File: src/rtl/core/dspm_pkg.sv
// ----------------------------------------------------------------------------
// Drum sample player package
// Sizes, item kinds, control word layout and the sequencer's microcode.
// ----------------------------------------------------------------------------
`default_nettype none

package dspm_pkg;

   localparam int VOICES      = 8;
   localparam int MAX_LEN     = 4096;
   localparam int SAMPLE_BITS = 16;

   localparam int VOICE_W     = 3;
   localparam int NOTE_W      = 7;
   localparam int ADDR_W      = $clog2(MAX_LEN);
   localparam int LEN_W       = ADDR_W + 1;
   localparam int MIX_W       = 19;
   localparam int STORE_DEPTH = VOICES * MAX_LEN;
   localparam int STORE_AW    = $clog2(STORE_DEPTH);
   localparam int EXT_W       = MIX_W - SAMPLE_BITS;
   localparam int STEP_W      = 3;

   typedef enum logic [1:0] {
      KIND_TICK  = 2'd0,
      KIND_NOTE  = 2'd1,
      KIND_WRITE = 2'd2,
      KIND_SET   = 2'd3
   } kind_type;

   typedef enum logic [2:0] {
      OP_NONE  = 3'd0,
      OP_CLEAR = 3'd1,
      OP_VOICE = 3'd2,
      OP_OUT   = 3'd3,
      OP_NOTE  = 3'd4,
      OP_WRITE = 3'd5,
      OP_SET   = 3'd6
   } op_type;

   typedef enum logic [1:0] {
      CND_GOTO     = 2'd0,
      CND_DISPATCH = 2'd1,
      CND_LOOP     = 2'd2,
      CND_OUT      = 2'd3
   } cond_type;

   typedef struct packed {
      logic              ready;
      op_type            op;
      cond_type          cond;
      logic [STEP_W-1:0] target;
   } ctrl_type;

   typedef struct packed {
      logic last_voice;
      logic out_free;
   } status_type;

   localparam logic [STEP_W-1:0] STEP_IDLE  = 3'd0;
   localparam logic [STEP_W-1:0] STEP_CLEAR = 3'd1;
   localparam logic [STEP_W-1:0] STEP_VOICE = 3'd2;
   localparam logic [STEP_W-1:0] STEP_DRAIN = 3'd3;
   localparam logic [STEP_W-1:0] STEP_OUT   = 3'd4;
   localparam logic [STEP_W-1:0] STEP_NOTE  = 3'd5;
   localparam logic [STEP_W-1:0] STEP_WRITE = 3'd6;
   localparam logic [STEP_W-1:0] STEP_SET   = 3'd7;

   // The control store: one word per step.
   function automatic ctrl_type microcode(input logic [STEP_W-1:0] step);
      ctrl_type w;
      w = '{ready: 1'b0, op: OP_NONE, cond: CND_GOTO, target: STEP_IDLE};
      case (step)
         STEP_IDLE:  w = '{ready: 1'b1, op: OP_NONE,  cond: CND_DISPATCH,
                           target: STEP_IDLE};
         STEP_CLEAR: w = '{ready: 1'b0, op: OP_CLEAR, cond: CND_GOTO,
                           target: STEP_VOICE};
         STEP_VOICE: w = '{ready: 1'b0, op: OP_VOICE, cond: CND_LOOP,
                           target: STEP_DRAIN};
         STEP_DRAIN: w = '{ready: 1'b0, op: OP_NONE,  cond: CND_GOTO,
                           target: STEP_OUT};
         STEP_OUT:   w = '{ready: 1'b0, op: OP_OUT,   cond: CND_OUT,
                           target: STEP_IDLE};
         STEP_NOTE:  w = '{ready: 1'b0, op: OP_NOTE,  cond: CND_GOTO,
                           target: STEP_IDLE};
         STEP_WRITE: w = '{ready: 1'b0, op: OP_WRITE, cond: CND_GOTO,
                           target: STEP_IDLE};
         STEP_SET:   w = '{ready: 1'b0, op: OP_SET,   cond: CND_GOTO,
                           target: STEP_IDLE};
         default:    w = '{ready: 1'b0, op: OP_NONE,  cond: CND_GOTO,
                           target: STEP_IDLE};
      endcase
      return w;
   endfunction

   // Entry step of the routine for each kind of transaction.
   function automatic logic [STEP_W-1:0] dispatch(input kind_type kind);
      logic [STEP_W-1:0] s;
      case (kind)
         KIND_TICK:  s = STEP_CLEAR;
         KIND_NOTE:  s = STEP_NOTE;
         KIND_WRITE: s = STEP_WRITE;
         KIND_SET:   s = STEP_SET;
         default:    s = STEP_IDLE;
      endcase
      return s;
   endfunction

endpackage

`default_nettype wire

File: src/rtl/core/dspm_seq.sv
// ----------------------------------------------------------------------------
// Drum sample player sequencer
// Step counter over the control store, with dispatch and conditional jumps.
// ----------------------------------------------------------------------------
`default_nettype none

module dspm_seq (
   input  wire logic                 clock,
   input  wire logic                 reset,
   input  wire logic                 accept,
   input  wire logic [1:0]           kind,
   input  wire dspm_pkg::status_type status,
   output dspm_pkg::ctrl_type        ctrl
);

   logic [dspm_pkg::STEP_W-1:0] step_ff;
   logic [dspm_pkg::STEP_W-1:0] step_in;

   assign ctrl = dspm_pkg::microcode(step_ff);

   always_comb begin
      step_in = step_ff;
      case (ctrl.cond)
         dspm_pkg::CND_GOTO: begin
            step_in = ctrl.target;
         end
         dspm_pkg::CND_DISPATCH: begin
            if (accept) begin
               step_in = dspm_pkg::dispatch(dspm_pkg::kind_type'(kind));
            end
         end
         dspm_pkg::CND_LOOP: begin
            if (status.last_voice) begin
               step_in = ctrl.target;
            end
         end
         dspm_pkg::CND_OUT: begin
            if (status.out_free) begin
               step_in = ctrl.target;
            end
         end
         default: begin
            step_in = dspm_pkg::STEP_IDLE;
         end
      endcase
   end

   always_ff @(posedge clock) begin
      if (reset) begin
         step_ff <= dspm_pkg::STEP_IDLE;
      end else begin
         step_ff <= step_in;
      end
   end

endmodule

`default_nettype wire

File: config.mk
export PLATFORM = sky130hd
export DESIGN_NAME = dspm_seq
export DESIGN_NICKNAME = d
export VERILOG_FILES = /design/src/rtl/core/dspm_pkg.sv /design/src/rtl/core/dspm_seq.sv
export SDC_FILE = /design/constraint.sdc
export NUM_CORES = 1
export LEC_CHECK = 0
export BUFFER_PORTS_ARGS = -buffer_cell sky130_fd_sc_hd__buf_2
export CORE_UTILIZATION = 35
export CTS_BUF_LIST = sky130_fd_sc_hd__clkbuf_4 sky130_fd_sc_hd__clkbuf_8
export DETAILED_ROUTE_END_ITERATION = 16
export GPL_ROUTABILITY_DRIVEN = 0
export GPL_TIMING_DRIVEN = 0
export PLACE_DENSITY_LB_ADDON = 0.08
export SETUP_SLACK_MARGIN = 0.1
export SKIP_CTS_REPAIR_TIMING = 1
export SLEW_MARGIN = 10
export SYNTH_ARGS = -nofsm -noshare
export SYNTH_HDL_FRONTEND = slang
export SYNTH_SLANG_ARGS = --single-unit
File: constraint.sdc
create_clock -name clock -period 2.08 [get_ports clock]
set_input_delay 0.208 -clock clock [delete_from_list [all_inputs] [get_ports clock]]
set_output_delay 0.208 -clock clock [all_outputs]
set_load 0.02 [all_outputs]
; Word-level counts from Yosys, hierarchy flattened
; Memories as Yosys holds them, arrays and structs flattened. A register that Yosys moved wholly into a read port is not among the register bits.
; Index checks and enable logic that the tools add are counted.
[op_classes]
n_eq_ne = 9
muxes = 7
n_reduce_logical = 3
[op_table]
columns = cell, count
row1 = case mux 3 bit (4 select lines), 2
row2 = 2-to-1 mux 3 bit, 5
row3 = "== test 2 bit, second input constant", 4
row4 = "inequality test 2 bit, second input constant", 3
row5 = "== test 2 x 1 -> 1 bit, second input constant", 2
row6 = logical NOT 2 bit, 2
row7 = AND reduction 3 bit, 1
[totals]
ff_bits = 3
rom_bits = 72
in_bits = 7
n_memories = 1
[mem_list]
columns = memory, depth, word_bits, rd, rd_ports_with_merged_regs, write_ports, line_no
row1 = (no name shown), 8, 9, 1, 1, 0, dspm_pkg.sv:72  ; case (step)

; Depth between registers and ports, before layout
[depth]
word_depth = 6
ltp_mapped = 6
depth_no_buf = 6

; Least setup slack after synthesis
; OpenSTA, ideal clock, no wires.
[synth_timing]
path_kind = register -> register
start = register, netlist name ctrl[4]
end = register, netlist name ctrl[6]
setup_time_ps = 121
arrival_time_ps = 1949
required_time_ps = 1959
path_slack_ps = 10
stages_incl_launch_ff = 7
path_buffers = 0
synth_period_minus_slack_ps = 2070
cell_sequence = dfxtp_1 nor3b_1 a21oi_4 mux2i_1 or2_2 ha_1 mux2_4
[synth_via]
elab_chain_len = 5
elab_cells_between_ends = 11
cone_classes = eq/ne (6) / mux (3) / reduce/logical (2)
[synth_rtl]
columns = element, line_no
row1 = == test 2 bit / == test 2 x 1 -> 1 bit (equally long branches), dspm_seq.sv:23  ; case (ctrl.cond)
row2 = inequality test 2 bit (no line), n/a
row3 = AND reduction 3 bit (no line), n/a
row4 = 2-to-1 mux 3 bit (no line) (*) (2 in a row), n/a
; Every way passes the cells marked *; elsewhere a longest branch is shown, timed or not.
; A chain may end at the register's enable or synchronous reset.

; Worst setup path after layout
[layout_timing]
start = register, netlist name ctrl[4]
end = register, netlist name ctrl[6]
[layout_via]
elab_chain_len = 5
elab_cells_between_ends = 11
cone_classes = eq/ne (6) / mux (3) / reduce/logical (2)
[layout_rtl]
columns = element, line_no
row1 = == test 2 bit / == test 2 x 1 -> 1 bit (equally long branches), dspm_seq.sv:23
row2 = inequality test 2 bit (no line), n/a
row3 = AND reduction 3 bit (no line), n/a
row4 = 2-to-1 mux 3 bit (no line) (*) (2 in a row), n/a
; Marked as above.

==> impl_metrics.yaml <==
worst_setup_path:
  timing.rr.start: "ctrl[4]"
  worstSetupPathType: "reg2reg"
  critical_path_required_ns: 2.25
  critical_path.cell_chain: "mux2i_4 -> a21oi_4 -> mux2i_4 -> or2_2 -> ha_1 -> mux2_4"
  number_of_buffers_and_inverters_on_the_critical_path: 0
  worstPathArrival_ns: 2.08
  crit_path_start_kind: "register"
  worstSetupEndpointType: "register"
  crit_path_top_cell_by_count: "mux2i_4"
  critPathTopFamily: "multiplexers"
  crit_path_start: "ctrl[4]"
  critPathMaxStageDelay_ns: 0.38
  path_max_fanout: 6
  cpMaxStageDelayCell: "dfxtp_4"
drt:
  drt.antenna.violating_nets: 0
  post_detailed_route_drc_marker_count: 0
  num_vias: 380
  wl_per_cell_microns: 11.2
  dr.pass1.iters: 2
  via_per_inst: 4.75
  wl_microns: 896
  initialDrtViolationCount: 3
logic_synthesis:
  number_of_flip_flops_and_latches_in_the_synthesized_netlist: 12
  synth_top_cells_by_area: "dfxtp_1, mux2_4, ha_1"
  synth_nets: 56
  yosysUniqueCellTypes: 20
  post_synthesis_instance_total: 45
  netlist_area_sq_um: 552
  synth-warning-count: 0
  yosysSeqAreaShare: 0.435
  most_area_hungry_cell_type_in_the_yosys_netlist: "dfxtp_1"
  synth_top_area_share: 0.435
  postSynthAreaPerCell_sq_um: 12.3
cells_and_area:
  area.sequential_sq_um: 245
  multi_input_logic_area_sq_um: 330
  synthToLayoutAreaGrowth_pct: 31.3
  layout.cells.most_common_list: "buf_2, dfxtp_1, mux2_4, ha_1"
  finalCoreUtilization: 0.524
  num-fill-cells: 139
  stdcell_area_sq_um: 724
  nets: 77
  mostFrequentLayoutCell: "buf_2"
  fraction_of_layout_cells_with_a_size_suffix_above_1: 0.554
  diode_insertion_count_for_antenna_repair: 0
clock_tree:
  clkLatencyLatePin_ns: 0.28
  clock_tree.buffer_depth: 2
  cts_made_buffers: 3
  cts.root.buffer_cell: "clkbuf_4"
  clkTransAtPathRegs_ns: 0.08
  clock_sinks: 12
  tritoncts: "done"
  htree_levels: 1
place:
  dp_hpwl_microns: 663
  portBuffers: 15
  placed_area_sq_um: 656
floorplanning:
  floorplan.initialDensity: 0.399
  chipWidth_microns: 41.7
  dieArea_sq_mm: 0.00174
  vertical_die_dimension_microns: 41.7
  number_of_top_level_pins: 16
  core.rowCount: 13
  core_sq_mm: 0.00138
global_route:
  via_count_of_the_first_global_routing_pass: 332
  grt_antenna_before_repair: 0
  maximum_number_of_pins_on_one_net_before_global_route_repair: 10
  groute.usage.overall: 0.123
  globalRoute.totalOverflow: 0
  wire_length_of_the_first_global_routing_pass_microns: 1500
power:
  ir_worst_vdd_uv: 621
  leakage_nw: 0.321
  cellPowerDensity_mw_per_mm2: 1560
sta:
  finalHoldViolations: 0
  timing.clock.skew_ns: 0.00869
  slew_viol_final: 0
  setup-tns-final_ns: 0
  fmax_mhz: 523
  finish_stage_setup_viols: 0
  post-route-period-util: 0.920
  post-route-min-period_ns: 1.91
  rsz0062_at_grt: "false"
  worst_pin_slew_ns: 0.350
  timing.slew.headroom: 0.762
hold_path:
  hold_path.class: "in2reg"
  hold_start: "reset"
outcome:
  run_status: "finished clean"
job:
  timing.max_cap.violations: 0
==> state kept, by name (all words and copies together) (netlist names) <==
name	cells
step_ff	3
ctrl	9
==> stage by stage <==
| stage | power, mW | cells | setup WS (ns) | hold slack [ns] |
|---|---|---|---|---|
| 2_1_floorplan | 0.784 | 45 | 0.116 | 0.280 |
| 3_5_place_dp | 0.906 | 75 | 0.115 | 0.483 |
| 4_1_cts | 1.09 | 79 | 0.100 | 0.189 |
| 5_1_grt | 1.21 | 80 | 0.112 | 0.210 |
| 3_3_place_gp | 0.902 | 75 | 0.120 | 0.484 |
| 6_report | 1.13 | 80 | 0.167 | 0.198 |
==> synthesized netlist by cell type <==
cell type,count
inv_2,1
a21oi_4,1
nor2_1,3
dfxtp_1,12
a211oi_1,1
and2b_1,2
mux2i_4,1
a211o_1,1
mux2_2,2
mux2i_1,2
nor4_1,1
nor2b_1,2
nand2b_1,2
or2_2,1
nor4b_1,1
and4bb_2,1
inv_1,2
ha_1,4
mux2_4,4
nor3b_1,1
==> logic make-up after synthesis <==
group,count (synthesis),synth area share
AND/OR/NAND/NOR,14,0.168
flip-flops,12,0.435
buffers and inverters,3,0.0204
multiplexers,9,0.227
AO/OA/AOI/OAI,3,0.0590
adder cells (fa/ha/maj),4,0.0907
==> layout make-up <==
type | count | share of cell area
repair buffers | 16 | 0.114
flip-flops and latches | 12 | 0.339
inverters | 3 | 0.0155
multi-input cells | 30 | 0.456
clock buffers | 4 | 0.0501
well taps | 15 | 0.0259
==> worst paths after layout <==
check / cells after the start / endpoint / slack (ns)
max: 6 / ctrl[6] / 0.17
min: 2 / step_ff[1] / 0.20
max reg2reg: 6 / ctrl[6] / 0.17
min reg2reg: 2 / step_ff[1] / 0.54
==> report_power, final <==
part           total (mW)  internal (mW)  leakage [nW]  switching [mW]
logic               0.572          0.294         0.200           0.278
registers           0.378          0.327        0.0998          0.0509
clock network       0.183          0.107        0.0210          0.0765
total                1.13          0.728         0.321           0.405
==> routing by layer <==
| metal | vias up | track usage | routed length, microns |
|---|---|---|---|
| met3 | 4 | 0.0522 | 60 |
| met1 | 167 | 0.160 | 452 |
| met4 | 0 | 0.116 | 26 |
| li1 | 195 | - | - |
| met2 | 14 | 0.147 | 357 |
| met5 | - | 0 | 0 |
(Power assumes the default switching activity.)
